### config.mk
export PLATFORM = sky130hd
export DESIGN_NAME = cmvg_div
export DESIGN_NICKNAME = d
export VERILOG_FILES = /design/src/rtl/core/cmvg_pkg.sv /design/src/rtl/core/cmvg_div.sv
export SDC_FILE = /design/constraint.sdc
export NUM_CORES = 2
export LEC_CHECK = 0
export ABC_CLOCK_PERIOD_IN_PS = 11600
export BUFFER_PORTS_ARGS = -buffer_cell sky130_fd_sc_hd__buf_2
export CAP_MARGIN = 20
export CORE_MARGIN = 5
export CORE_UTILIZATION = 50
export CTS_BUF_LIST = sky130_fd_sc_hd__clkbuf_2
export DETAILED_ROUTE_END_ITERATION = 10
export PLACE_DENSITY = 0.77
export SYNTH_ARGS = -nofsm -noshare
export SYNTH_HDL_FRONTEND = slang
export SYNTH_SLANG_ARGS = --single-unit
### constraint.sdc
create_clock -name clk -period 11.6 [get_ports clk]
set_input_delay 2.32 -clock clk [delete_from_list [all_inputs] [get_ports clk]]
set_output_delay 2.32 -clock clk [all_outputs]
set_load 0.005 [all_outputs]
### src/rtl/core/cmvg_pkg.sv
`timescale 1ns / 1ps

package cmvg_pkg;

    // Angles: 2^24 units per half turn
    localparam int ANG_W     = 27;
    localparam int CORDIC_N  = 18;
    localparam int CORDIC_W  = 34;
    localparam int VEC_W     = 38;
    localparam int QUARTER   = 8388608;
    localparam int HALF      = 16777216;
    localparam int FULL      = 33554432;
    localparam logic signed [CORDIC_W-1:0] GAIN_Q30 = 34'sd652032875;

    localparam logic signed [ANG_W-1:0] ATAN [CORDIC_N] = '{
        27'sd4194304, 27'sd2476042, 27'sd1308273, 27'sd664100, 27'sd333339,
        27'sd166832, 27'sd83436, 27'sd41721, 27'sd20861, 27'sd10430,
        27'sd5215, 27'sd2608, 27'sd1304, 27'sd652, 27'sd326, 27'sd163,
        27'sd81, 27'sd41
    };

    // divider: three lanes, 25 quotient bits after the whole-part fold
    localparam int DIV_LANES = 3;
    localparam int DIV_STEPS = 25;

    typedef enum logic
    {
        CFG_SEGMENTS = 1'b0,
        CFG_HEIGHT   = 1'b1
    } cfg_idx_t;

    typedef struct packed
    {
        logic err;
        logic upper;
    } div_side_t;

    typedef struct packed
    {
        logic        err;
        logic        upper;
        logic [16:0] tex_u;
    } trig_side_t;

    typedef struct packed
    {
        logic               err;
        logic        [16:0] tex_u;
        logic signed [15:0] px;
        logic signed [18:0] py;
        logic signed [15:0] pz;
        logic signed [15:0] ct;
        logic signed [15:0] cp;
        logic signed [15:0] nsp;
    } vec_side_t;

endpackage

### src/rtl/core/cmvg_div.sv
`timescale 1ns / 1ps

// Three-lane restoring divider: q = a*2^25 + lo over d, a <= d.
// Whole part folded in stage 0, then five quotient bits per stage.
module cmvg_div
(
    input  logic                  clk,
    input  logic                  rst_n,
    input  logic                  en,
    input  logic                  in_valid,
    input  logic [7:0]            a    [cmvg_pkg::DIV_LANES],
    input  logic [24:0]           lo   [cmvg_pkg::DIV_LANES],
    input  logic [7:0]            d,
    input  cmvg_pkg::div_side_t   side_in,
    output logic                  out_valid,
    output logic [25:0]           q    [cmvg_pkg::DIV_LANES],
    output cmvg_pkg::div_side_t   side_out
);

    localparam int LANES  = cmvg_pkg::DIV_LANES;
    localparam int STEPS  = cmvg_pkg::DIV_STEPS;
    localparam int PER    = 5;
    localparam int STAGES = STEPS / PER;

    logic [STAGES:0]      v_reg;
    logic [7:0]           d_reg    [STAGES+1];
    cmvg_pkg::div_side_t  side_reg [STAGES+1];
    logic [LANES-1:0]     hi_reg   [STAGES+1];
    logic [7:0]           rem_reg  [STAGES+1][LANES];
    logic [24:0]          lo_reg   [STAGES+1][LANES];
    logic [24:0]          qp_reg   [STAGES+1][LANES];

    always_ff @(posedge clk or negedge rst_n)
    begin
        if (!rst_n)
            v_reg <= '0;
        else if (en)
            v_reg <= {v_reg[STAGES-1:0], in_valid};
    end

    always_ff @(posedge clk)
    begin
        if (en)
        begin
            d_reg[0]    <= d;
            side_reg[0] <= side_in;
            for (int l = 0; l < LANES; l++)
            begin
                hi_reg[0][l]  <= (a[l] == d);
                rem_reg[0][l] <= (a[l] == d) ? 8'd0 : a[l];
                lo_reg[0][l]  <= lo[l];
                qp_reg[0][l]  <= '0;
            end
        end
    end

    for (genvar s = 0; s < STAGES; s++)
    begin : g_stage
        logic [7:0]  rem_c [LANES][PER+1];
        logic [24:0] qp_c  [LANES][PER+1];
        logic [8:0]  t_c   [LANES][PER];

        always_comb
        begin
            for (int l = 0; l < LANES; l++)
            begin
                rem_c[l][0] = rem_reg[s][l];
                qp_c[l][0]  = qp_reg[s][l];
                for (int k = 0; k < PER; k++)
                begin
                    t_c[l][k] = {rem_c[l][k], lo_reg[s][l][STEPS-1-s*PER-k]};
                    if (t_c[l][k] >= {1'b0, d_reg[s]})
                    begin
                        rem_c[l][k+1] = 8'(t_c[l][k] - {1'b0, d_reg[s]});
                        qp_c[l][k+1]  = qp_c[l][k] | (25'd1 << (STEPS-1-s*PER-k));
                    end
                    else
                    begin
                        rem_c[l][k+1] = t_c[l][k][7:0];
                        qp_c[l][k+1]  = qp_c[l][k];
                    end
                end
            end
        end

        always_ff @(posedge clk)
        begin
            if (en)
            begin
                d_reg[s+1]    <= d_reg[s];
                side_reg[s+1] <= side_reg[s];
                hi_reg[s+1]   <= hi_reg[s];
                for (int l = 0; l < LANES; l++)
                begin
                    rem_reg[s+1][l] <= rem_c[l][PER];
                    lo_reg[s+1][l]  <= lo_reg[s][l];
                    qp_reg[s+1][l]  <= qp_c[l][PER];
                end
            end
        end
    end

    // fold leaves qp below 2^25, so the whole bit simply sits on top
    always_comb
    begin
        for (int l = 0; l < LANES; l++)
            q[l] = {hi_reg[STAGES][l], qp_reg[STAGES][l]};
    end

    assign out_valid = v_reg[STAGES];
    assign side_out  = side_reg[STAGES];

endmodule

==> summary.md <==
| Metric | Value |
|---|---|
| Total global routing overflow | `0` |
| Drt pass-1 iters | `6` |
| HPWL Detailed | `93.2 mm` |
| EDFF count, synth | `640` |
| Total Routing Usage GR | `22.1%` |
| Netlist cell types | `95` |
| Clock Path Buffers | `3` |
| CP Launch Type | `register` |
| Final Hold Viols | `0` |
| Final #Nets | `6184` |
| R2R depth | `47` |
| Final antenna-violating net count | `0` |
| Critical Path AT | `12210 ps` |
| Worst Hold Class | `register to register` |
| Max_slew headroom | `25.7%` |
| Yosys warns | `0` |
| Area occupied by multi-input gates | `0.0308 sq mm` |
| Status | `finished clean` |
| Setup crit end kind | `register` |
| CP max stage cell | `or4b_2` |
| Post-synthesis sequential area ratio | `37.8%` |
| Routed vias/inst | `5.73` |
| Dominant synthesized flop cell | `edfxtp_1` |
| Layout cells sized above 1 | `19.9%` |
| Ranking of synthesized cells by area | `edfxtp_1 38%, ha_1 15%, mux2_2 5.9%` |
| Worst path max stage delay | `640 ps` |
| Die Area | `0.109 sq mm` |
| Most area-hungry cell type in the Yosys netlist | `edfxtp_1` |
| Vias in the first global route | `39.1k` |
| Via count | `39.6k` |
| Post-synthesis net count | `5679` |
| Initial Utilization | `50.4%` |
| Max-cap check violation count | `0` |
| Clk_skew | `92.4 ps` |
| Util after Layout | `56.5%` |
| Final setup viols | `0` |
| CTS tree | `done` |
| Share of the synthesized area in the top cell type | `37.5%` |
| Hold buffers post-CTS | `0` |
| Port-buffer cells | `193` |
| Die Wd | `330 microns` |
| CP required | `12830 ps` |
| Ports | `194` |
| Drt total wl | `124 mm` |
| Core area | `0.102 sq mm` |
| Clock sink count | `646` |
| Remaining design rule violation count | `0` |
| Initial antenna violation count | `4` |
| Clock slew at reported path FFs | `130 ps` |
| Final Max Tran Viols | `0` |
| Post-synthesis cell area | `0.0512 sq mm` |
| Cell Rows | `117` |
| Area growth syn-to-layout | `12.2%` |
| Num CTS Buffers | `175` |
| Die Span Y | `330 microns` |
| Worst Tran Pin Value | `1110 ps` |
| Fillers | `8610` |
| Syn Inst Count | `4894` |
| Routed WL per cell | `17.9 microns` |
| Max frequency | `0.0910 GHz` |
| Hold path depth | `0` |
| Yosys reg bits | `646` |
| Fin crit period | `10980 ps` |
| Routability cong. | `0.930` |
| CP Class | `register to register` |
| H-tree lvl count | `4` |
| Global-route wire length before repair | `196 mm` |
| FF+latch area | `0.0194 sq mm` |
| Iter 0 DRT Violations | `2609` |
| Tcrit/Tclk final | `94.7%` |
| Crit-path max FO | `10` |
| Worst-Skew Late Latency | `1490 ps` |
| Synth Area per Inst | `10.5 sq um` |
| Largest net degree at the start of global routing | `165` |
| Clk Tree Root Cell | `clkbuf_2` |
| Asr flop ratio synth | `0.929%` |
## worst max-delay path, delay by kind of cell, from the launching register on
kind                     cells  cell delay, ps
AO/OA/AOI/OAI               15            3220
adder cells (fa/ha/maj)      5            1580
buffers and inverters        8            1230
flip-flops                   1             450
multiplexers                 5            1430
AND/OR/NAND/NOR             14            2870
## worst paths after layout
check	from	end	slack [ps]
max reg2reg	d_reg[3][2]$_DFFE_PP_	rem_reg[2][19]$_DFFE_PP_	620
min in group asynchronous	rst_n	v_reg[1]$_DFFE_PN0P_	650
max in group asynchronous	rst_n	v_reg[4]$_DFFE_PN0P_	10800
min	qp_reg[0][97]$_DFFE_PP_	qp_reg[1][22]$_DFFE_PP_	390
min reg2reg	qp_reg[0][97]$_DFFE_PP_	qp_reg[1][22]$_DFFE_PP_	390
max	d_reg[3][2]$_DFFE_PP_	rem_reg[2][19]$_DFFE_PP_	620
## cell type report
type / count / area share (%)
multi-input cells: 3804 / 53.6
flip-flops and latches: 646 / 33.7
repair buffers: 377 / 4.24
well taps: 1368 / 2.98
inverters: 395 / 2.65
clock buffers: 231 / 2.01
clock inverters: 71 / 0.816
diodes: 8 / 0.0348
## layout by cell type, fill, tap and decap left out, types with 112 or more instances in the layout
cell type	n
edfxtp_1	640
ha_1	595
inv_1	367
nor2_1	363
mux2_2	267
o21ai_0	252
a21oi_1	243
clkbuf_2	231
nand2_1	217
xnor2_1	211
buf_2	192
buf_4	173
nor2b_1	139
xor2_1	128
a21o_1	112
## timing repair
action | in CTS | in global routing
setup endpoints to repair | 15 | 111
setup buffers | 1 | 34
pin swaps | 1 | 13
resized for setup | 5 | 155
gates cloned | 0 | 1
endpoints found under the hold margin | 0 | 0
## stage by stage
step	instance area (sq um)	worst slack (ps)	cells	setup TNS, ps	hold slack [ps]
after floorplan	51400	0.439	4894	0	400
after global placement	55000	96.2	6554	0	401
after detailed placement	55000	-117	6554	-1510	405
after CTS	56700	17.4	6857	0	346
after global routing	57500	-115	6900	-1660	358
final	57500	616	6900	0	389
## layer usage
| metal | global-route usage, % | vias to the layer above | part of all wire, % |
|---|---|---|---|
| li1 | - | 19500 | - |
| met3 | 4.18 | 294 | 5.8 |
| met1 | 26.9 | 18700 | 42 |
| met2 | 38.2 | 1136 | 49 |
| met4 | 9.97 | 2 | 3.8 |
| met5 | 0 | - | 0.011 |
## synth_stat cells, drive strengths merged (17+ instances only)
cell    number
and2        36
or2         17
xnor2      211
o21a        82
nand2b      77
a21oi      261
nor4        21
nand2      222
edfxtp     640
a211o       22
a21boi      42
mux2i      108
o21bai      25
mux2       275
o31ai       24
nor2       365
nand4       81
a21o       112
or3         23
fa          72
nor3        69
ha         600
nand3       73
inv        392
or4         19
o31a        27
nor2b      140
a211oi      61
clkbuf      39
o21ai      301
o311ai      18
a31oi       29
and3        50
o211ai      26
xor2       128
## cell families after synthesis
logic type,Yosys count,synth area share (%)
adders and majority gates,672,17.5
DFF,646,37.8
and+or+nand+nor,1256,12.5
xor gates and xnor gates,339,5.80
muxes,383,8.26
AOI/OAI and AO/OA,1153,14.9
buffers and inverters,445,3.28
Power is left out: the tool's default activity adds up to more than one toggle a clock period on the data nets, which glitch-free logic cannot reach.
